<file path="config.mk">
export PLATFORM = sky130hd
export DESIGN_NAME = step_sequencer_square_voice
export DESIGN_NICKNAME = d
export VERILOG_FILES = /design/src/rtl/ssv_pkg.sv /design/src/rtl/ssv_row_cell.sv /design/src/rtl/ssv_shaper.sv /design/src/rtl/step_sequencer_square_voice.sv
export SDC_FILE = /design/constraint.sdc
export NUM_CORES = 1
export LEC_CHECK = 0
export BUFFER_PORTS_ARGS = -buffer_cell sky130_fd_sc_hd__buf_2
export CORE_ASPECT_RATIO = 0.75
export CORE_MARGIN = 3
export CORE_UTILIZATION = 40
export DETAILED_ROUTE_END_ITERATION = 6
export GPL_ROUTABILITY_DRIVEN = 0
export PLACE_DENSITY_LB_ADDON = 0.1
export SYNTH_ARGS = -nofsm -noshare
export SYNTH_HDL_FRONTEND = slang
export SYNTH_SLANG_ARGS = --single-unit
</file>
<file path="constraint.sdc">
create_clock -name clk -period 5.78 [get_ports clk]
set_input_delay 1.156 -clock clk [delete_from_list [all_inputs] [get_ports clk]]
set_output_delay 1.156 -clock clk [all_outputs]
set_load 0.05 [all_outputs]
</file>
<file path="src/rtl/ssv_pkg.sv">
// Shared types, constants and a helper function of the square-wave step sequencer voice.
package ssv_pkg;

    // Default geometry of the note grid.
    localparam int DEF_ROWS  = 6;
    localparam int DEF_STEPS = 16;

    // Field widths.
    localparam int FREQ_W     = 15;
    localparam int SPS_W      = 16;
    localparam int ACC_W      = 16;
    localparam int POS_W      = 12;
    localparam int BTN_W      = 8;
    localparam int SAMPLE_W   = 15;
    localparam int STEP_OUT_W = 4;
    localparam int CFG_IDX_W  = 3;
    localparam int CFG_DATA_W = 16;
    localparam int ENV_W      = 14;

    // Audio constants.
    localparam int RATE_HZ    = 44100;
    localparam int HALF_RATE  = 22050;
    localparam int DECAY_LEN  = 12000;
    // A gain of 1500 over a decay length of 12000 is exactly a divide by 8.
    localparam int GAIN_SHIFT = 3;
    localparam int GAIN       = 1500;

    // Pointer hit test: grid origin and cell pitch in pixels.
    localparam int ORIGIN_PX   = 20;
    localparam int PITCH_PX    = 25;
    // Division by the pitch is a multiply by a rounded-up reciprocal.
    localparam int RECIP_SHIFT = 16;
    localparam int RECIP_MUL   = ((1 << RECIP_SHIFT) + PITCH_PX - 1) / PITCH_PX;
    localparam int RECIP_W     = 12;
    localparam int DIFF_W      = POS_W - 1;
    localparam int PROD_W      = DIFF_W + RECIP_W;
    localparam int QUOT_W      = PROD_W - RECIP_SHIFT;

    // Register map.
    localparam int                   NUM_FREQ_REGS = 6;
    localparam logic [CFG_IDX_W-1:0] REG_STEP_LEN  = CFG_IDX_W'(6);
    localparam logic [SPS_W-1:0]     SPS_RESET     = SPS_W'(5512);

    // Input word kinds.
    typedef enum logic {
        MODE_TICK  = 1'b0,
        MODE_CLICK = 1'b1
    } mode_t;

    // Per-cycle control of each row cell; tick and wrap are the same for every row.
    typedef struct packed {
        logic tick;    // a sample tick was accepted
        logic wrap;    // this tick ends the current step
        logic toggle;  // toggle the selected column in this row
        logic cfg_wr;  // load this row's frequency register
    } cell_ctrl_t;

    function automatic logic [FREQ_W-1:0] freq_reset(input int row);
        logic [FREQ_W-1:0] f;
        case (row)
            0:       f = FREQ_W'(330);
            1:       f = FREQ_W'(294);
            2:       f = FREQ_W'(261);
            3:       f = FREQ_W'(220);
            4:       f = FREQ_W'(196);
            default: f = FREQ_W'(147);
        endcase
        return f;
    endfunction

endpackage

</file>
<file path="src/rtl/ssv_row_cell.sv">
// One row cell: note mask, frequency register and phase accumulator, adding its square wave.
module ssv_row_cell
    import ssv_pkg::*;
#(
    parameter int ROWS    = DEF_ROWS,
    parameter int STEPS   = DEF_STEPS,
    parameter int ROW_IDX = 0
)
(
    input  logic                                clk,
    input  logic                                rst_n,
    input  cell_ctrl_t                          ctrl,
    input  logic [$clog2(STEPS)-1:0]            play_step,
    input  logic [$clog2(STEPS)-1:0]            col_idx,
    input  logic [FREQ_W-1:0]                   freq_data,
    input  logic signed [$clog2(ROWS+1):0]      sum_in,
    output logic signed [$clog2(ROWS+1):0]      sum_out
);

    localparam int SUM_W = $clog2(ROWS + 1) + 1;

    logic [STEPS-1:0]        mask_reg, mask_next;
    logic [ACC_W-1:0]        acc_reg, acc_next;
    logic [FREQ_W-1:0]       freq_reg, freq_next;
    logic [ACC_W:0]          phase_sum;
    logic [ACC_W-1:0]        acc_adv;
    logic                    active;
    logic                    high_half;
    logic signed [SUM_W-1:0] delta;

    // The accumulator stays below the rate and the frequency is below 32768,
    // so one conditional subtract keeps it reduced.
    always_comb
    begin
        phase_sum = {1'b0, acc_reg} + (ACC_W + 1)'(freq_reg);
        if (phase_sum >= (ACC_W + 1)'(RATE_HZ))
        begin
            acc_adv = ACC_W'(phase_sum - (ACC_W + 1)'(RATE_HZ));
        end
        else
        begin
            acc_adv = ACC_W'(phase_sum);
        end
    end

    always_comb
    begin
        acc_next = acc_reg;
        if (ctrl.tick)
        begin
            acc_next = ctrl.wrap ? '0 : acc_adv;
        end
        mask_next = ctrl.toggle ? (mask_reg ^ (STEPS'(1) << col_idx)) : mask_reg;
        freq_next = ctrl.cfg_wr ? freq_data : freq_reg;
    end

    always_comb
    begin
        active    = mask_reg[play_step];
        high_half = (acc_reg < ACC_W'(HALF_RATE));
        if (!active)
        begin
            delta = '0;
        end
        else if (high_half)
        begin
            delta = SUM_W'(1);
        end
        else
        begin
            delta = '1;
        end
        sum_out = sum_in + delta;
    end

    always_ff @(posedge clk or negedge rst_n)
    begin
        if (!rst_n)
        begin
            mask_reg <= '0;
            acc_reg  <= '0;
            freq_reg <= freq_reset(ROW_IDX);
        end
        else
        begin
            mask_reg <= mask_next;
            acc_reg  <= acc_next;
            freq_reg <= freq_next;
        end
    end

endmodule

</file>
<file path="src/rtl/ssv_shaper.sv">
// Envelope and gain stage: captures the row sum, scales it by the decay envelope, holds the word.
module ssv_shaper
    import ssv_pkg::*;
#(
    parameter int ROWS  = DEF_ROWS,
    parameter int STEPS = DEF_STEPS
)
(
    input  logic                                clk,
    input  logic                                rst_n,
    input  logic                                load,
    input  logic signed [$clog2(ROWS+1):0]      sum,
    input  logic [SPS_W-1:0]                    sample_cnt,
    input  logic [$clog2(STEPS)-1:0]            play_step,
    output logic                                accept_ok,
    output logic                                out_valid,
    input  logic                                out_ready,
    output logic signed [SAMPLE_W-1:0]          sample,
    output logic [STEP_OUT_W-1:0]               current_step
);

    localparam int SUM_W  = $clog2(ROWS + 1) + 1;
    localparam int MAG_W  = SUM_W - 1;
    localparam int PROD_M = MAG_W + ENV_W;
    localparam int SW     = $clog2(STEPS);

    logic                    s1_valid_reg, s1_valid_next;
    logic signed [SUM_W-1:0] s1_sum_reg;
    logic [ENV_W-1:0]        s1_env_reg;
    logic [SW-1:0]           s1_step_reg;
    logic                    out_valid_reg, out_valid_next;
    logic [SAMPLE_W-1:0]     sample_reg, sample_next;
    logic [STEP_OUT_W-1:0]   step_out_reg;
    logic [ENV_W-1:0]        env;
    logic [SUM_W-1:0]        abs_sum;
    logic [PROD_M-1:0]       prod;
    logic [SAMPLE_W-1:0]     mag;
    logic                    out_free;
    logic                    s1_adv;

    always_comb
    begin
        if (sample_cnt < SPS_W'(DECAY_LEN))
        begin
            env = ENV_W'(SPS_W'(DECAY_LEN) - sample_cnt);
        end
        else
        begin
            env = '0;
        end
    end

    always_comb
    begin
        out_free       = !out_valid_reg || out_ready;
        s1_adv         = s1_valid_reg && out_free;
        accept_ok      = !s1_valid_reg || out_free;
        s1_valid_next  = load ? 1'b1 : (s1_adv ? 1'b0 : s1_valid_reg);
        out_valid_next = s1_adv ? 1'b1 : (out_ready ? 1'b0 : out_valid_reg);
    end

    always_comb
    begin
        abs_sum     = s1_sum_reg[SUM_W-1] ? SUM_W'(-s1_sum_reg) : SUM_W'(s1_sum_reg);
        prod        = PROD_M'(abs_sum[MAG_W-1:0]) * PROD_M'(s1_env_reg);
        mag         = SAMPLE_W'(prod >> GAIN_SHIFT);
        sample_next = s1_sum_reg[SUM_W-1] ? (~mag + SAMPLE_W'(1)) : mag;
    end

    always_ff @(posedge clk or negedge rst_n)
    begin
        if (!rst_n)
        begin
            s1_valid_reg  <= 1'b0;
            out_valid_reg <= 1'b0;
        end
        else
        begin
            s1_valid_reg  <= s1_valid_next;
            out_valid_reg <= out_valid_next;
        end
    end

    always_ff @(posedge clk)
    begin
        if (load)
        begin
            s1_sum_reg  <= sum;
            s1_env_reg  <= env;
            s1_step_reg <= play_step;
        end
        if (s1_adv)
        begin
            sample_reg   <= sample_next;
            step_out_reg <= STEP_OUT_W'(s1_step_reg);
        end
    end

    assign out_valid    = out_valid_reg;
    assign sample       = sample_reg;
    assign current_step = step_out_reg;

endmodule

</file>
<file path="src/rtl/step_sequencer_square_voice.sv">
// Top level of the square-wave step sequencer voice.
// This voice plays a grid of ROWS note rows by STEPS steps, cleared at reset. An input word with
// mode high is a pointer click: with button 0 and a position on the grid (origin 20 pixels, pitch
// 25 pixels, padding counts toward the cell above and to the left) it toggles one note, and it
// returns nothing. A word with mode low is a sample tick: it returns one word holding the sample
// and the step that was playing. The block takes one input word per clock cycle when the output
// side keeps up. Accepting a tick captures the row sum and the envelope in the capture stage,
// and the scaled sample then moves into the output register as soon as that register is free.
// While the output is held off, one more tick can wait in the capture stage; after that in_ready
// stays low, for clicks as well, until the output word is taken. The configuration port is
// always ready and is meant to be written while the voice is idle.
module step_sequencer_square_voice
    import ssv_pkg::*;
#(
    parameter int ROWS  = DEF_ROWS,
    parameter int STEPS = DEF_STEPS
)
(
    input  logic                        clk,
    input  logic                        rst_n,
    input  logic                        in_valid,
    output logic                        in_ready,
    input  logic                        mode,
    input  logic [BTN_W-1:0]            button,
    input  logic signed [POS_W-1:0]     pos_x,
    input  logic signed [POS_W-1:0]     pos_y,
    output logic                        out_valid,
    input  logic                        out_ready,
    output logic signed [SAMPLE_W-1:0]  sample,
    output logic [STEP_OUT_W-1:0]       current_step,
    input  logic                        cfg_valid,
    output logic                        cfg_ready,
    input  logic [CFG_IDX_W-1:0]        cfg_index,
    input  logic [CFG_DATA_W-1:0]       cfg_data
);

    localparam int SW    = $clog2(STEPS);
    localparam int SUM_W = $clog2(ROWS + 1) + 1;

    // Sequencer position.
    logic [SW-1:0]           step_reg, step_next;
    logic [SPS_W-1:0]        sample_cnt_reg, sample_cnt_next;
    logic [SPS_W-1:0]        sps_reg, sps_next;

    logic                    accept_ok;
    logic                    in_accept;
    logic                    tick_acc;
    logic                    click_acc;
    logic [SPS_W:0]          idx_inc;
    logic                    wrap;

    // Pointer hit test.
    logic signed [POS_W:0]   dx_full, dy_full;
    logic [PROD_W-1:0]       col_prod, row_prod;
    logic [QUOT_W-1:0]       col_q, row_q;
    logic                    hit;

    // Row sum chain: each cell adds its square wave to the partial sum of the cells above it.
    logic signed [SUM_W-1:0] chain_sum [0:ROWS];

    assign in_ready  = accept_ok;
    assign cfg_ready = 1'b1;
    assign in_accept = in_valid && in_ready;
    assign tick_acc  = in_accept && (mode_t'(mode) == MODE_TICK);
    assign click_acc = in_accept && (mode_t'(mode) == MODE_CLICK);

    // The step ends once the incremented sample count reaches the step length register, or when
    // the 16-bit count would roll over. A zero setting ends the step after every sample.
    always_comb
    begin
        idx_inc = {1'b0, sample_cnt_reg} + (SPS_W + 1)'(1);
        wrap    = (idx_inc >= {1'b0, sps_reg});
    end

    always_comb
    begin
        step_next       = step_reg;
        sample_cnt_next = sample_cnt_reg;
        if (tick_acc)
        begin
            if (wrap)
            begin
                sample_cnt_next = '0;
                step_next       = (step_reg == SW'(STEPS - 1)) ? '0 : step_reg + SW'(1);
            end
            else
            begin
                sample_cnt_next = idx_inc[SPS_W-1:0];
            end
        end
        sps_next = sps_reg;
        if (cfg_valid && (cfg_index == REG_STEP_LEN))
        begin
            sps_next = cfg_data[SPS_W-1:0];
        end
    end

    // Positions are offset from the grid origin; anything left of or above it is rejected.
    // On the grid the offset is below 2048, so the pitch divide is a small reciprocal multiply.
    always_comb
    begin
        dx_full  = {pos_x[POS_W-1], pos_x} - (POS_W + 1)'(ORIGIN_PX);
        dy_full  = {pos_y[POS_W-1], pos_y} - (POS_W + 1)'(ORIGIN_PX);
        col_prod = PROD_W'(dx_full[DIFF_W-1:0]) * PROD_W'(RECIP_MUL);
        row_prod = PROD_W'(dy_full[DIFF_W-1:0]) * PROD_W'(RECIP_MUL);
        col_q    = col_prod[RECIP_SHIFT +: QUOT_W];
        row_q    = row_prod[RECIP_SHIFT +: QUOT_W];
        hit      = click_acc && (button == '0)
                   && !dx_full[POS_W] && !dy_full[POS_W]
                   && (col_q < QUOT_W'(STEPS)) && (row_q < QUOT_W'(ROWS));
    end

    assign chain_sum[0] = '0;

    for (genvar j = 0; j < ROWS; j++)
    begin : g_row
        cell_ctrl_t ctrl;

        always_comb
        begin
            ctrl.tick   = tick_acc;
            ctrl.wrap   = wrap;
            ctrl.toggle = hit && (row_q == QUOT_W'(j));
            ctrl.cfg_wr = cfg_valid && (j < NUM_FREQ_REGS) && (cfg_index == CFG_IDX_W'(j));
        end

        ssv_row_cell #(
            .ROWS    (ROWS),
            .STEPS   (STEPS),
            .ROW_IDX (j)
        ) u_cell (
            .clk       (clk),
            .rst_n     (rst_n),
            .ctrl      (ctrl),
            .play_step (step_reg),
            .col_idx   (col_q[SW-1:0]),
            .freq_data (cfg_data[FREQ_W-1:0]),
            .sum_in    (chain_sum[j]),
            .sum_out   (chain_sum[j+1])
        );
    end

    // The shaper captures the row sum and the envelope of the pre-tick sample count at acceptance, so the
    // sequencer state can move on to the next word in the same cycle.
    ssv_shaper #(
        .ROWS  (ROWS),
        .STEPS (STEPS)
    ) u_shaper (
        .clk          (clk),
        .rst_n        (rst_n),
        .load         (tick_acc),
        .sum          (chain_sum[ROWS]),
        .sample_cnt   (sample_cnt_reg),
        .play_step    (step_reg),
        .accept_ok    (accept_ok),
        .out_valid    (out_valid),
        .out_ready    (out_ready),
        .sample       (sample),
        .current_step (current_step)
    );

    always_ff @(posedge clk or negedge rst_n)
    begin
        if (!rst_n)
        begin
            step_reg       <= '0;
            sample_cnt_reg <= '0;
            sps_reg        <= SPS_RESET;
        end
        else
        begin
            step_reg       <= step_next;
            sample_cnt_reg <= sample_cnt_next;
            sps_reg        <= sps_next;
        end
    end

endmodule

</file>
Word-level counts from Yosys, hierarchy flattened
Cells that the tools add are included.

Register bits: 361. Bits in latches: 0. Bits in writable memories: 0. Bits in read-only memories: 0. Input port bits: 57. Output and inout port bits: 22. Word-level logic and storage cells: 172. Memories: 0.

$add $sub $neg: 24. $mul: 3. Div/mod/pow operators: 0. $lt $le $gt $ge: 17. Equal/unequal tests: 12. Shifts and indexed selects: 1. Mux-type cells: 44. Bitwise gates (word level): 8. Reduce and logical (&&, ||, !) cells: 34.

Operators by type and width (count): $mux W16 (13); $add A16 B15 Y17 (6); $ge A17 B16 Y1 const B (6); $lt A16 B15 Y1 const B (6); $sub A16 B16 Y16 const B (6); $xor A16 B16 Y16 (6); $mux W4 (13); $mul A11 B11 Y22 const B (2); $sub A12 B6 Y13 const B (2); $bmux W1 S4 (6); $logic_and A1 B1 Y1 (22); $add A4 B4 Y4 (5); $add A16 B1 Y17 const B (1); $ge A17 B16 Y1 (1); $mul A3 B14 Y17 (1); $lt A16 B14 Y1 const B (1); $shl A1 B4 Y16 const A (1); $add A15 B1 Y15 const B (1); $not A14 Y15 (1); $eq A7 B2 Y1 const B (2); $eq A7 B3 Y1 const B (2); $mux W14 (1); $sub A14 B14 Y14 const A (1); $mux W1 (10); 19 further kinds (27).

Longest topological paths before layout
Gate-level depths: netlist of run 1.

Depth in word-level cells: 11. Mapped depth: 31. Gate-level depth less buffers: 29.

By module
From an unflattened synthesis of run 1, not the netlist that was laid out.

Cells, all modules: 3568. Area total of the unflattened synthesis: 33683.6 um2.

Modules (own cells, without submodules): ssv_row_cell at g_row[0].u_cell ... (instances 3, cells an instance 404, area each 3861.2 um2); step_sequencer_square_voice (instances 1, cells an instance 869, area each 7787.5 um2); ssv_row_cell at g_row[4].u_cell (instances 1, cells an instance 404, area each 3860.0 um2); ssv_row_cell at g_row[2].u_cell (instances 1, cells an instance 388, area each 3692.3 um2); ssv_row_cell at g_row[3].u_cell (instances 1, cells an instance 381, area each 3614.7 um2); ssv_shaper (instances 1, cells an instance 314, area each 3145.5 um2).

Worst setup path before layout of run 1
No wires, ideal clock.

Path type: input-to-reg. From: in pos_y[2]. To: reg g_row[0].u_cell.mask_reg[0]. Setup time: 123 ps. Arrival time: 7854 ps. Data required time: 5657 ps. Slack: -2197 ps. Stages on the path: 28. Path buffers: 2. Cells stage by stage: inv_1 > ha_1 > nor2b_1 > or4_1 > or3_1 > xnor2_1 > fa_1 > ha_1 > inv_1 > fa_1 > inv_1 > fa_1 > inv_1 > fa_1 > inv_1 > ha_1 > nand3_1 > a211oi_1 > o311ai_1 > o21ai_1 > xnor2_1 > o311ai_0 > a2111oi_2 > and3_1 > buf_4 > buf_4 > nand2_1 > xnor2_1.

Cells in the longest elaborated chain, start to end: 6. Elaborated cells on any way between the ends: 9. Classes of those cells: add/sub: 1; mul: 1; order compare: 1; reduce/logical: 6.

RTL lines: start, declared (line step_sequencer_square_voice.sv:26) `input logic signed [POS_W-1:0] pos_y,`; $sub A12 B6 Y13 * (line step_sequencer_square_voice.sv:103) `dy_full = {pos_y[POS_W-1], pos_y} - (POS_W + 1)'(ORIGIN_PX);`; branches (longest 4 deep; another with $mul A11 B11 Y22); $logic_and A1 B1 Y1 * (line step_sequencer_square_voice.sv:123) `ctrl.toggle = hit && (row_q == QUOT_W'(j));`; end signal, assigned (line ssv_row_cell.sv:86) `mask_reg <= mask_next;`; end, declared (line ssv_row_cell.sv:22) `logic [STEPS-1:0] mask_reg, mask_next;`.

Mark *: on every way between the ends. A chain may end at the register's enable or synchronous reset.

Final worst setup path of run 1
From: in pos_x[3]. To: reg g_row[5].u_cell.mask_reg[6].

Cells in the longest elaborated chain, start to end: 7. Elaborated cells on any way between the ends: 11. Classes of those cells: add/sub: 1; mul: 1; order compare: 1; shift: 1; bitwise: 1; reduce/logical: 6.

RTL lines: start, declared (line step_sequencer_square_voice.sv:25) `input logic signed [POS_W-1:0] pos_x,`; $sub A12 B6 Y13 * (line step_sequencer_square_voice.sv:102) `dx_full = {pos_x[POS_W-1], pos_x} - (POS_W + 1)'(ORIGIN_PX);`; branches (longest 6 deep; another with $mul A11 B11 Y22); end signal, assigned (line ssv_row_cell.sv:86); end, declared (line ssv_row_cell.sv:22).

Marks and branches as above.

==> results of run 1 <==
==> metal layers <==
metal	vias to the layer above	part of all wire, %	global-route usage (%)
li1	11500	-	-
met1	11500	51	30.2
met2	412	43	31.3
met3	80	3.8	2.29
met4	0	1.7	4.02
met5	-	0	0
==> through the flow <==
stage / hold slack (ps) / cells / TNS, ps / utilization, % / worst slack (ps)
after detailed placement: 412 / 4287 / -171850 / 44.7 / -1860
after global placement: 408 / 4287 / -165420 / 44.7 / -1770
after global routing: 440 / 4393 / -111190 / 48.2 / -1230
final: 423 / 4394 / -91820 / 48.2 / -1040
after floorplan: 400 / 3141 / -135540 / - / -1480
after CTS: 426 / 4389 / -88050 / 47.5 / -980
==> power by group through the flow <==
stage	clock (mW)	sequential (mW)	combinational [mW]
3_5_place_dp	0	3.68	13.6
3_3_place_gp	0	3.67	13.4
5_1_grt	3.04	3.73	16.1
6_report	2.86	3.65	14.4
4_1_cts	2.95	3.64	14.0
2_1_floorplan	0	3.57	9.35
==> area by class of cell <==
type	count	area, um^2
antenna	1	2.50
clock buffer	62	1310
clock inverter	21	195
fill	6875	38200
inverter	285	1080
multi-input combinational	2389	20000
sequential	361	9280
tap	968	1210
timing repair buffer	307	2340
==> worst max-delay path, delay by kind of cell <==
| kind | cells | cell delay, ps |
|---|---|---|
| buffers and inverters | 8 | 670 |
| adder cells (fa/ha/maj) | 7 | 2330 |
| XOR/XNOR | 2 | 330 |
| AND/OR/NAND/NOR | 6 | 1750 |
| AO/OA/AOI/OAI | 5 | 1020 |
==> final timing paths <==
check | start | endpoint | slack [ps] | depth (start not counted)
worst max register to register | u_shaper.s1_sum_reg[0] | u_shaper.sample[13] | 680 | 21
worst max-delay path | pos_x[3] | g_row[5].u_cell.mask_reg[6] | -1040 | 28
worst min-delay path | u_shaper.s1_step_reg[3] | u_shaper.current_step[3] | 420 | 0
max in group asynchronous | rst_n | g_row[0].u_cell.freq_reg[10] | 4100 | 2
worst min register to register | u_shaper.s1_step_reg[3] | u_shaper.current_step[3] | 420 | 0
min in group asynchronous | rst_n | sample_cnt_reg[12] | 590 | 1
==> synth_stat cells (all sizes together), types with 38 or more instances <==
cell type  number  area (um^2)
mux2          112         1260
dfrtp         292         7310
nor2          137          514
clkbuf         77          289
inv           285         1070
edfxtp         41         1230
nor3           66          330
nand2b         38          238
xnor2         257         2250
ha            307         3840
fa             88         1760
a21o           53          399
a21oi         149          768
o21a           41          309
o21ai         183          916
nand3          65          325
nand2         339         1270
xor2           75          657
==> cells by family after synthesis <==
| kind of cell | Yosys count | synth area share (%) |
|---|---|---|
| AO/OA/AOI/OAI | 664 | 14.8 |
| XOR/XNOR | 332 | 9.75 |
| adder cells (fa/ha/maj) | 396 | 18.8 |
| buffers and inverters | 391 | 5.12 |
| flip-flops | 361 | 31.1 |
| multiplexers | 155 | 6.93 |
| other | 1 | 0.0126 |
| AND/OR/NAND/NOR | 841 | 13.5 |
==> repair_timing <==
item	CTS	global route
hold buffers	0	0
endpoints found under the hold margin	0	0
resized for setup	83	76
pin swaps	52	27
endpoints found under the setup margin	96	96
cloned	4	1
setup buffers	15	5
==> flow_summary.rst, run 1 <==
.. list-table::
   :header-rows: 1

   * - Metric
     - Value
   * - Run status
     - complete, but fails checks
   * - Failing checks
     - setup timing
   * - Total routing usage reported by global routing
     - 20.1%
   * - Critical Path Sink Type
     - flip-flop
   * - Cell internal pwr
     - about 11 mW
   * - Worst clock skew on the final layout
     - 24.9 ps
   * - Power per unit of standard cell area
     - 591 mW/mm^2
   * - Leakage power
     - 16.4 nW
   * - Sequential share of the synthesized area
     - 31.1%
   * - TritonCTS buffer count
     - 45
   * - Part of the power in registers
     - roughly 17%
   * - Global route total overflow
     - 0
   * - Core Box Area
     - around 0.074 mm^2
   * - Final worst path period share
     - 118%
   * - Width of the chip
     - between 300 and 400 um
   * - Number of H-tree branching levels
     - 2
   * - Final layout net count
     - between 3,000 and 4,000
   * - Average footprint of a synthesized cell
     - roughly 9.5 um^2
   * - Final count of negative-setup-slack endpoints
     - 96
   * - Detailed-route vias per instance
     - around 5.4
   * - Insertion delay of the later-clocked pin in the worst-skew pair
     - approximately 590 ps
   * - Fraction of registers with async set or reset after synthesis
     - around nine tenths
   * - Switching power as a share of total power
     - roughly 48%
   * - Initial Utilization
     - between 40% and 50%
   * - Worst-Margin Slew
     - around 1100 ps
   * - Global-route wire length before repair
     - between 100 and 150 mm
   * - Peak supply drop
     - 574 uV
   * - Detailed-route wire length per cell
     - roughly 18 um
   * - Placement Rows
     - 86
   * - Top FF cell, synth
     - dfrtp_1
   * - Final Hold Fails
     - 0
   * - Worst min path class
     - flip-flop to flip-flop
   * - Number of clock sinks
     - approximately 360
   * - Achievable frequency
     - between 100 and 150 MHz
   * - Path type of the worst setup path
     - input pin to flip-flop
   * - Overall power after layout
     - roughly 21 mW
   * - Overall die height
     - 242 um
   * - Starting DRC count in detailed routing
     - between 1,000 and 1,500
   * - Commonest cells after routing, fill and taps aside
     - nand2_1, ha_1, dfrtp_1
   * - CP max stage cell
     - or4_4
   * - Worst EP arrival
     - 7280 ps
   * - Maximum fanout count along the critical path
     - 8
   * - Fraction of final layout cells sized beyond drive strength 1
     - 21.7%
   * - Synthesis-to-layout area growth
     - 18.9%
   * - Number of different library cells in the post-synthesis netlist
     - 97
   * - TritonCTS clock tree
     - yes
   * - Placed standard-cell area
     - around 0.033 mm^2
   * - Estimated wirelength of the detail-placed design
     - roughly 57 mm
   * - Number of pins exceeding their max-slew limit in the final report
     - 0
   * - Cell count after synthesis
     - roughly 3,100
   * - Residual antenna-violating net count after detailed routing
     - 0
   * - Pin count of the biggest net entering global routing
     - roughly 120
   * - Clock Power Share
     - a little over an eighth
   * - Logic pwr share
     - 68.9%
   * - Reg clk slew, reported paths
     - 60 ps
   * - Net switching power
     - ~10 mW
   * - Synthesized flop and latch total
     - ~360
   * - Category of the worst setup path launch point
     - input pin
   * - Headroom to the max-slew limit
     - 23.8%
   * - Sum of routed wire length over all layers
     - 77.9 mm
   * - Post-synth EDFFs
     - 41
   * - Mapped Nets
     - between 3,000 and 4,000
   * - Detailed-route via count
     - roughly 24,000
   * - Number of global-route vias before repair
     - 24,100
   * - Total DRC errors in the routed layout
     - 0
   * - Largest stage delay, worst path
     - approximately 520 ps
   * - Final setup margin
     - -1040 ps
   * - Clock Root Buffer
     - clkbuf_16
   * - Count of warnings emitted by yosys
     - 0
   * - Cell area after layout
     - between 0.03 and 0.04 mm^2
   * - Number of buffers between clock root and the deepest sink
     - 3
   * - Synthesized cell area
     - between 0.02 and 0.03 mm^2
   * - Unrepaired setup endpoints after global routing
     - true
   * - Worst path required time
     - 6240 ps
   * - Count of TritonRoute iterations in the first routing pass
     - 6
   * - Maximum capacitance violations
     - 0
   * - Most frequent standard cell in the layout excluding fill and tap cells
     - nand2_1
   * - Full die area
     - around 0.078 mm^2
   * - Final Critical Period
     - 6820 ps
   * - Number of port buffers
     - 77
   * - # IOs
     - 79
   * - Number of antenna violations at the first check in global routing
     - 5
Note: power is estimated with default switching activity, not from simulation.
==> run 2: changes to the inputs <==
PLACE_DENSITY = 0.65   (was not set)
PLACE_DENSITY_LB_ADDON = not set   (was 0.1)
==> flow_summary.rst, run 2 (synthesis results as in run 1) <==
.. list-table::
   :header-rows: 1

   * - Metric
     - Value
   * - Run status
     - complete, but fails checks
   * - Failing checks
     - setup timing
   * - Cell area after layout
     - 0.0353 mm^2 (-0.45%)
   * - Overall die height
     - 242 um (unchanged)
   * - Number of port buffers
     - 77 (unchanged)
   * - Reg clk slew, reported paths
     - 60 ps (about the same)
   * - Unrepaired setup endpoints after global routing
     - true
   * - Worst clock skew on the final layout
     - 23.0 ps (-1.93 ps)
   * - Met3 wire length
     - 3.81 mm (+29%)
   * - Number of pins exceeding their max-slew limit in the final report
     - 0 (unchanged)
   * - Sum of routed wire length over all layers
     - 75.0 mm (-3.7%)
   * - Placement Rows
     - 86 (unchanged)
   * - Final setup margin
     - -1100 ps (-66.7 ps)
   * - Total routing usage reported by global routing
     - 19.0% (-1.1 points)
   * - Worst-Margin Slew
     - 1080 ps (-67.6 ps)
   * - Number of global-route vias before repair
     - 23,000 (-4.3%)
   * - Insertion delay of the later-clocked pin in the worst-skew pair
     - 580 ps (about the same)
   * - Critical Path Sink Type
     - flip-flop
   * - Placed standard-cell area
     - 0.0327 mm^2 (-0.51%)
   * - CP max stage cell
     - fa_1
   * - Final worst path period share
     - 119% (+1.2 points)
   * - Core Box Area
     - 0.0736 mm^2 (unchanged)
   * - Commonest cells after routing, fill and taps aside
     - ha_1, nand2_1, dfrtp_1
   * - Routed length on met1
     - 37.6 mm (-5.7%)
   * - Final Critical Period
     - 6880 ps (+66.7 ps)
   * - Maximum capacitance violations
     - 0 (unchanged)
   * - Routed wl met2
     - 32.4 mm (-4.0%)
   * - TritonCTS clock tree
     - yes
   * - Width of the chip
     - 321 um (unchanged)
   * - Total DRC errors in the routed layout
     - 0 (unchanged)
   * - Peak supply drop
     - 640 uV (+11%)
   * - Count of TritonRoute iterations in the first routing pass
     - 5 (-1)
   * - Worst path required time
     - 6230 ps (about the same)
   * - Power per unit of standard cell area
     - 586 mW/mm^2 (-0.79%)
   * - Global route total overflow
     - 0 (unchanged)
   * - Headroom to the max-slew limit
     - 28.3% (+4.5 points)
   * - Multi-input combinational cell area
     - 0.0200 mm^2 (-0.28%)
   * - Number of antenna violations at the first check in global routing
     - 4 (-1)
   * - Overall power after layout
     - 20.7 mW (-1.2%)
   * - Achievable frequency
     - 145 MHz (-0.97%)
   * - Fraction of final layout cells sized beyond drive strength 1
     - 20.8% (-0.86 points)
   * - Maximum fanout count along the critical path
     - 5 (-3)
   * - Crit path top cell by count
     - fa_1
   * - Number of H-tree branching levels
     - 2 (unchanged)
   * - Most frequent standard cell in the layout excluding fill and tap cells
     - ha_1
   * - Category of the worst setup path launch point
     - input pin
   * - Full die area
     - 0.0779 mm^2 (unchanged)
   * - Number of clock sinks
     - 361 (unchanged)
   * - Initial Utilization
     - 40.5% (unchanged)
   * - Synthesis-to-layout area growth
     - 18.4%
   * - # IOs
     - 79 (unchanged)
   * - Final count of negative-setup-slack endpoints
     - 96 (unchanged)
   * - Worst EP arrival
     - 7340 ps (+60 ps)
   * - Detailed-route via count
     - 23,400 (-0.74%)
   * - Pin count of the biggest net entering global routing
     - 105 (-12%)
   * - TritonCTS buffer count
     - 41 (-8.9%)
   * - Starting DRC count in detailed routing
     - 1,675 (+14%)
   * - Clock Root Buffer
     - clkbuf_16
   * - Final Hold Fails
     - 0 (unchanged)
   * - Global-route wire length before repair
     - 122 mm (-5.1%)
   * - Uppermost routed layer
     - met4
   * - Estimated wirelength of the detail-placed design
     - 54.0 mm (-5.8%)
   * - Detailed-route vias per instance
     - 5.34 (-0.22%)
   * - Leakage power
     - 16.6 nW (+1.0%)
   * - Detailed-route wire length per cell
     - 17.2 um (-3.2%)
   * - Filler instances
     - 6,802 (-1.1%)
   * - Worst min path class
     - flip-flop to flip-flop
   * - Number of buffers between clock root and the deepest sink
     - 3 (unchanged)
   * - Storage cell area
     - 0.00928 mm^2 (unchanged)
   * - Path type of the worst setup path
     - input pin to flip-flop
   * - Final layout net count
     - 3,822 (-0.49%)
   * - Largest stage delay, worst path
     - 530 ps (about the same)
   * - Antenna diode instance count
     - 0 (-1)
   * - Residual antenna-violating net count after detailed routing
     - 0 (unchanged)
==> run 2: cell count changes in the layout (fill, tap and decap cells not counted), sizes merged <==
cell	previous run	this run
bufinv	2	9
clkinv	11	8
diode	1	0
buf	306	290
inv	288	285
clkbuf	63	58
clkinvlp	5	3
==> run 2: critical path, delay by kind of cell <==
family / cells / cell delay (ps)
buf+inv: 9 / 820
simple gates: 5 / 1160
fa+ha+maj: 7 / 2690
xor+xnor: 3 / 470
compound gates: 5 / 1040
==> run 2: layout make-up <==
cell class | count | area share (%)
Multi-Input combinational cell | 2389 | 56.6
Sequential cell | 361 | 26.3
Timing Repair Buffer | 292 | 6.35
Tap cell | 968 | 3.43
Clock buffer | 56 | 3.33
Inverter | 285 | 3.05
Clock inverter | 20 | 0.947
==> run 2: path summary, 6_finish.rpt <==
path                                         start                           end  slack [ps]  cells after the start
setup / recovery                          pos_y[2]   g_row[2].u_cell.mask_reg[9]       -1100                     29
hold / removal             u_shaper.s1_step_reg[0]      u_shaper.current_step[0]         430                      0
setup reg to reg            u_shaper.s1_sum_reg[0]           u_shaper.sample[14]         710                     20
hold reg to reg            u_shaper.s1_step_reg[0]      u_shaper.current_step[0]         430                      0
max in group asynchronous                    rst_n            sample_cnt_reg[11]        4010                      2
min in group asynchronous                    rst_n  g_row[5].u_cell.freq_reg[10]         520                      1
==> run 2: per-stage QoR <==
step	std cells	util, %	TNS, ps	setup WS, ps	hold slack [ps]
after floorplan	3141	-	-135540	-1480	400
after global placement	4267	44.5	-162610	-1760	405
after detailed placement	4267	44.5	-175150	-1900	411
after CTS	4363	47.3	-94300	-1080	425
after global routing	4371	47.9	-124610	-1370	436
final	4371	47.9	-97380	-1100	426
==> run 2: report_power, final <==
group          internal (mW)  switching, mW
Clock                   1.83           1.11
Sequential              3.17          0.473
Combinational           5.93           8.17
==> run 2: what timing repair did <==
| item | in CTS | in global routing |
|---|---|---|
| resized for setup | 82 | 79 |
| pin swaps | 64 | 45 |
| hold buffers | 0 | 0 |
| gates cloned | 4 | 3 |
| endpoints found under the setup margin | 96 | 96 |
| setup buffers | 16 | 7 |
==> run 2: metal layers <==
layer / up-vias / GRT usage, %
li1: 11500 / -
met1: 11200 / 28.8
met2: 521 / 29.0
met3: 85 / 2.68
met4: 0 / 3.59
met5: - / 0
==> run 3: changes to the inputs <==
CAP_MARGIN = 10   (was not set)
CORE_ASPECT_RATIO = 1.2   (was 0.75)
TNS_END_PERCENT = 5   (was not set)
==> flow_summary.rst, run 3 (synthesis results as in run 1) <==
.. list-table::
   :header-rows: 1

   * - Metric
     - Value
   * - Placement Rows
     - 109 (+27%)
   * - Maximum fanout count along the critical path
     - 5 (unchanged)
   * - CP delay by family, top
     - adder cells
   * - Number of antenna violations at the first check in global routing
     - 3 (-1)
   * - Worst path required time
     - 6240 ps (about the same)
   * - Clock Root Buffer
     - clkbuf_16
   * - Flop-to-flop setup slack
     - 690 ps (-20 ps)
   * - Total DRC errors in the routed layout
     - 0 (unchanged)
   * - Part of the power in registers
     - 17.8% (+0.2 points)
   * - Path type of the worst setup path
     - input pin to flip-flop
   * - Leakage power
     - 15.9 nW (-3.9%)
   * - Launch point of the worst reg-to-reg path
     - u_shaper.s1_sum_reg[0]
   * - Full die area
     - 0.0778 mm^2 (about the same)
   * - Final Hold Fails
     - 0 (unchanged)
   * - Final worst path period share
     - 119% (-0.21 points)
   * - Reg2reg path depth
     - 20 (unchanged)
   * - Unrepaired setup endpoints after global routing
     - true
   * - Critical Path Sink Type
     - flip-flop
   * - Number of hold-repair buffers added at the cts stage
     - 0 (unchanged)
   * - Initial Utilization
     - 40.4% (-0.10 points)
   * - Number of pins exceeding their max-slew limit in the final report
     - 0 (unchanged)
   * - Filler instances
     - 6,977 (+2.6%)
   * - Synthesis-to-layout area growth
     - 17.2%
   * - Achievable frequency
     - 146 MHz (+0.17%)
   * - Global route total overflow
     - 0 (unchanged)
   * - Pin count of the biggest net entering global routing
     - 130 (+24%)
   * - Final count of negative-setup-slack endpoints
     - 96 (unchanged)
   * - Largest stage delay, worst path
     - 520 ps (about the same)
   * - Termination of the worst setup path
     - g_row[0].u_cell.mask_reg[14]
   * - Cell area after layout
     - 0.0349 mm^2 (-1.0%)
   * - Count of TritonRoute iterations in the first routing pass
     - 5 (unchanged)
   * - Worst EP arrival
     - 7330 ps (about the same)
   * - Detailed-route wire length per cell
     - 16.5 um (-3.9%)
   * - Number of port buffers
     - 77 (unchanged)
   * - # IOs
     - 79 (unchanged)
   * - TritonCTS buffer count
     - 43 (+4.9%)
   * - Worst-Margin Slew
     - 1080 ps (+1.14 ps)
   * - Net switching power
     - 9.32 mW (-4.4%)
   * - Cell internal pwr
     - 10.9 mW (-0.50%)
   * - Number of H-tree branching levels
     - 2 (unchanged)
   * - Width of the chip
     - 255 um (-21%)
   * - CP max stage cell
     - fa_1
   * - Detailed-route via count
     - 23,500 (+0.41%)
   * - Buffers plus inverters on the worst setup path
     - 10 (+1)
   * - Insertion delay of the later-clocked pin in the worst-skew pair
     - 580 ps (about the same)
   * - Crit path top cell by count
     - fa_1
   * - Power per unit of standard cell area
     - 578 mW/mm^2 (-1.3%)
   * - Category of the worst setup path launch point
     - input pin
   * - Failing checks
     - setup timing
   * - Starting DRC count in detailed routing
     - 1,376 (-18%)
   * - Detailed-route vias per instance
     - 5.32 (-0.39%)
   * - Worst clock skew on the final layout
     - 19.1 ps (-3.83 ps)
   * - Total routing usage reported by global routing
     - 18.8% (-0.24 points)
   * - Headroom to the max-slew limit
     - 27.8% (-0.46 points)
   * - Fraction of the core area covered by cells at the end of the flow
     - 47.3% (-0.60 points)
   * - End of the worst register-to-register path
     - u_shaper.sample[13]
   * - Worst min path class
     - flip-flop to flip-flop
   * - Sum of routed wire length over all layers
     - 72.7 mm (-3.1%)
   * - Clock Power Share
     - 14.8% (+0.6 points)
   * - Run status
     - complete, but fails checks
   * - Overall power after layout
     - 20.2 mW (-2.3%)
   * - Logic pwr share
     - 67.4% (-0.8 points)
   * - Startpoint of the worst setup timing path
     - pos_y[2]
   * - Maximum capacitance violations
     - 0 (unchanged)
   * - Fraction of final layout cells sized beyond drive strength 1
     - 19.7% (-1.1 points)
   * - Number of buffers between clock root and the deepest sink
     - 3 (unchanged)
   * - Final layout net count
     - 3,823 (+0.026%)
   * - Commonest cells after routing, fill and taps aside
     - nand2_1, ha_1, dfrtp_1
   * - Total stage count of the critical path
     - 31 (+6.9%)
   * - Global-route wire length before repair
     - 119 mm (-2.7%)
   * - Switching power as a share of total power
     - 46.2% (-0.99 points)
   * - Residual antenna-violating net count after detailed routing
     - 0 (unchanged)
   * - Estimated wirelength of the detail-placed design
     - 53.1 mm (-1.6%)
   * - Number of clock sinks
     - 361 (unchanged)
   * - Final setup margin
     - -1090 ps (+11.9 ps)
   * - Core Box Area
     - 0.0738 mm^2 (+0.25%)
   * - Final Critical Period
     - 6870 ps (-11.9 ps)
   * - Placed standard-cell area
     - 0.0328 mm^2 (+0.25%)
   * - TritonCTS clock tree
     - yes
   * - Number of global-route vias before repair
     - 23,500 (+2.2%)
   * - Peak supply drop
     - 427 uV (-33%)
   * - Reg clk slew, reported paths
     - 60 ps (about the same)
   * - Final sum of negative setup slack
     - -96,310 ps (+1070 ps)
   * - Overall die height
     - 305 um (+26%)
   * - Most frequent standard cell in the layout excluding fill and tap cells
     - nand2_1
-- run 3: cell types whose count changed in the layout (fill, tap and decap cells not counted), sizes merged --
cell	change
bufinv	-3
diode	+1
clkinvlp	+2
clkbuf	+2
inv	+2
-- run 3: area by class of cell --
cell class / count / area [um^2] / share of cell area, %
Multi-Input combinational cell: 2389 / 19500 / 55.9
Clock buffer: 59 / 1280 / 3.66
Sequential cell: 361 / 9280 / 26.6
Tap cell: 999 / 1250 / 3.58
Antenna cell: 1 / 2.50 / 0.00716
Clock inverter: 21 / 308 / 0.881
Inverter: 285 / 1080 / 3.08
Timing Repair Buffer: 291 / 2220 / 6.37
-- run 3: what timing repair did --
action / in CTS / in global routing
gates cloned: 5 / 1
endpoints found under the setup margin: 96 / 96
resized for setup: 55 / 30
setup buffers: 11 / 5
pin swaps: 26 / 36
-- run 3: power by group through the flow --
stage	Sequential, mW	Clock, mW	Combinational, mW
final	3.60	3.00	13.6
after floorplan	3.57	0	9.31
after global placement	3.62	0	13.0
after CTS	3.60	3.06	13.5
after detailed placement	3.64	0	13.2
after global routing	3.67	3.17	15.2
-- run 3: metrics by stage --
stage	hold slack [ps]	cells	setup WS, ps
after floorplan	400	3141	-1480
after global placement	407	4309	-1840
after detailed placement	408	4309	-1920
after CTS	430	4404	-1090
after global routing	442	4405	-1340
final	429	4406	-1090
-- run 3: per-layer routing --
layer  part of all wire [%]  track usage [%]  vias up
met5                      0                0        -
met4                    3.2             6.09        0
met3                    4.2             2.26      125
met2                     50             33.7      452
met1                     42             23.3    11400
li1                       -                -    11500
-- run 3: worst min-delay path by stage --
stage / from / to / cells past startpoint
floorplan: u_shaper.s1_step_reg[0] / u_shaper.current_step[0] / 0
global placement: u_shaper.s1_step_reg[2] / u_shaper.current_step[2] / 0
detailed placement: u_shaper.s1_step_reg[0] / u_shaper.current_step[0] / 0
CTS: u_shaper.s1_step_reg[2] / u_shaper.current_step[2] / 0
global route: u_shaper.s1_step_reg[2] / u_shaper.current_step[2] / 0
finish: u_shaper.s1_step_reg[2] / u_shaper.current_step[2] / 0
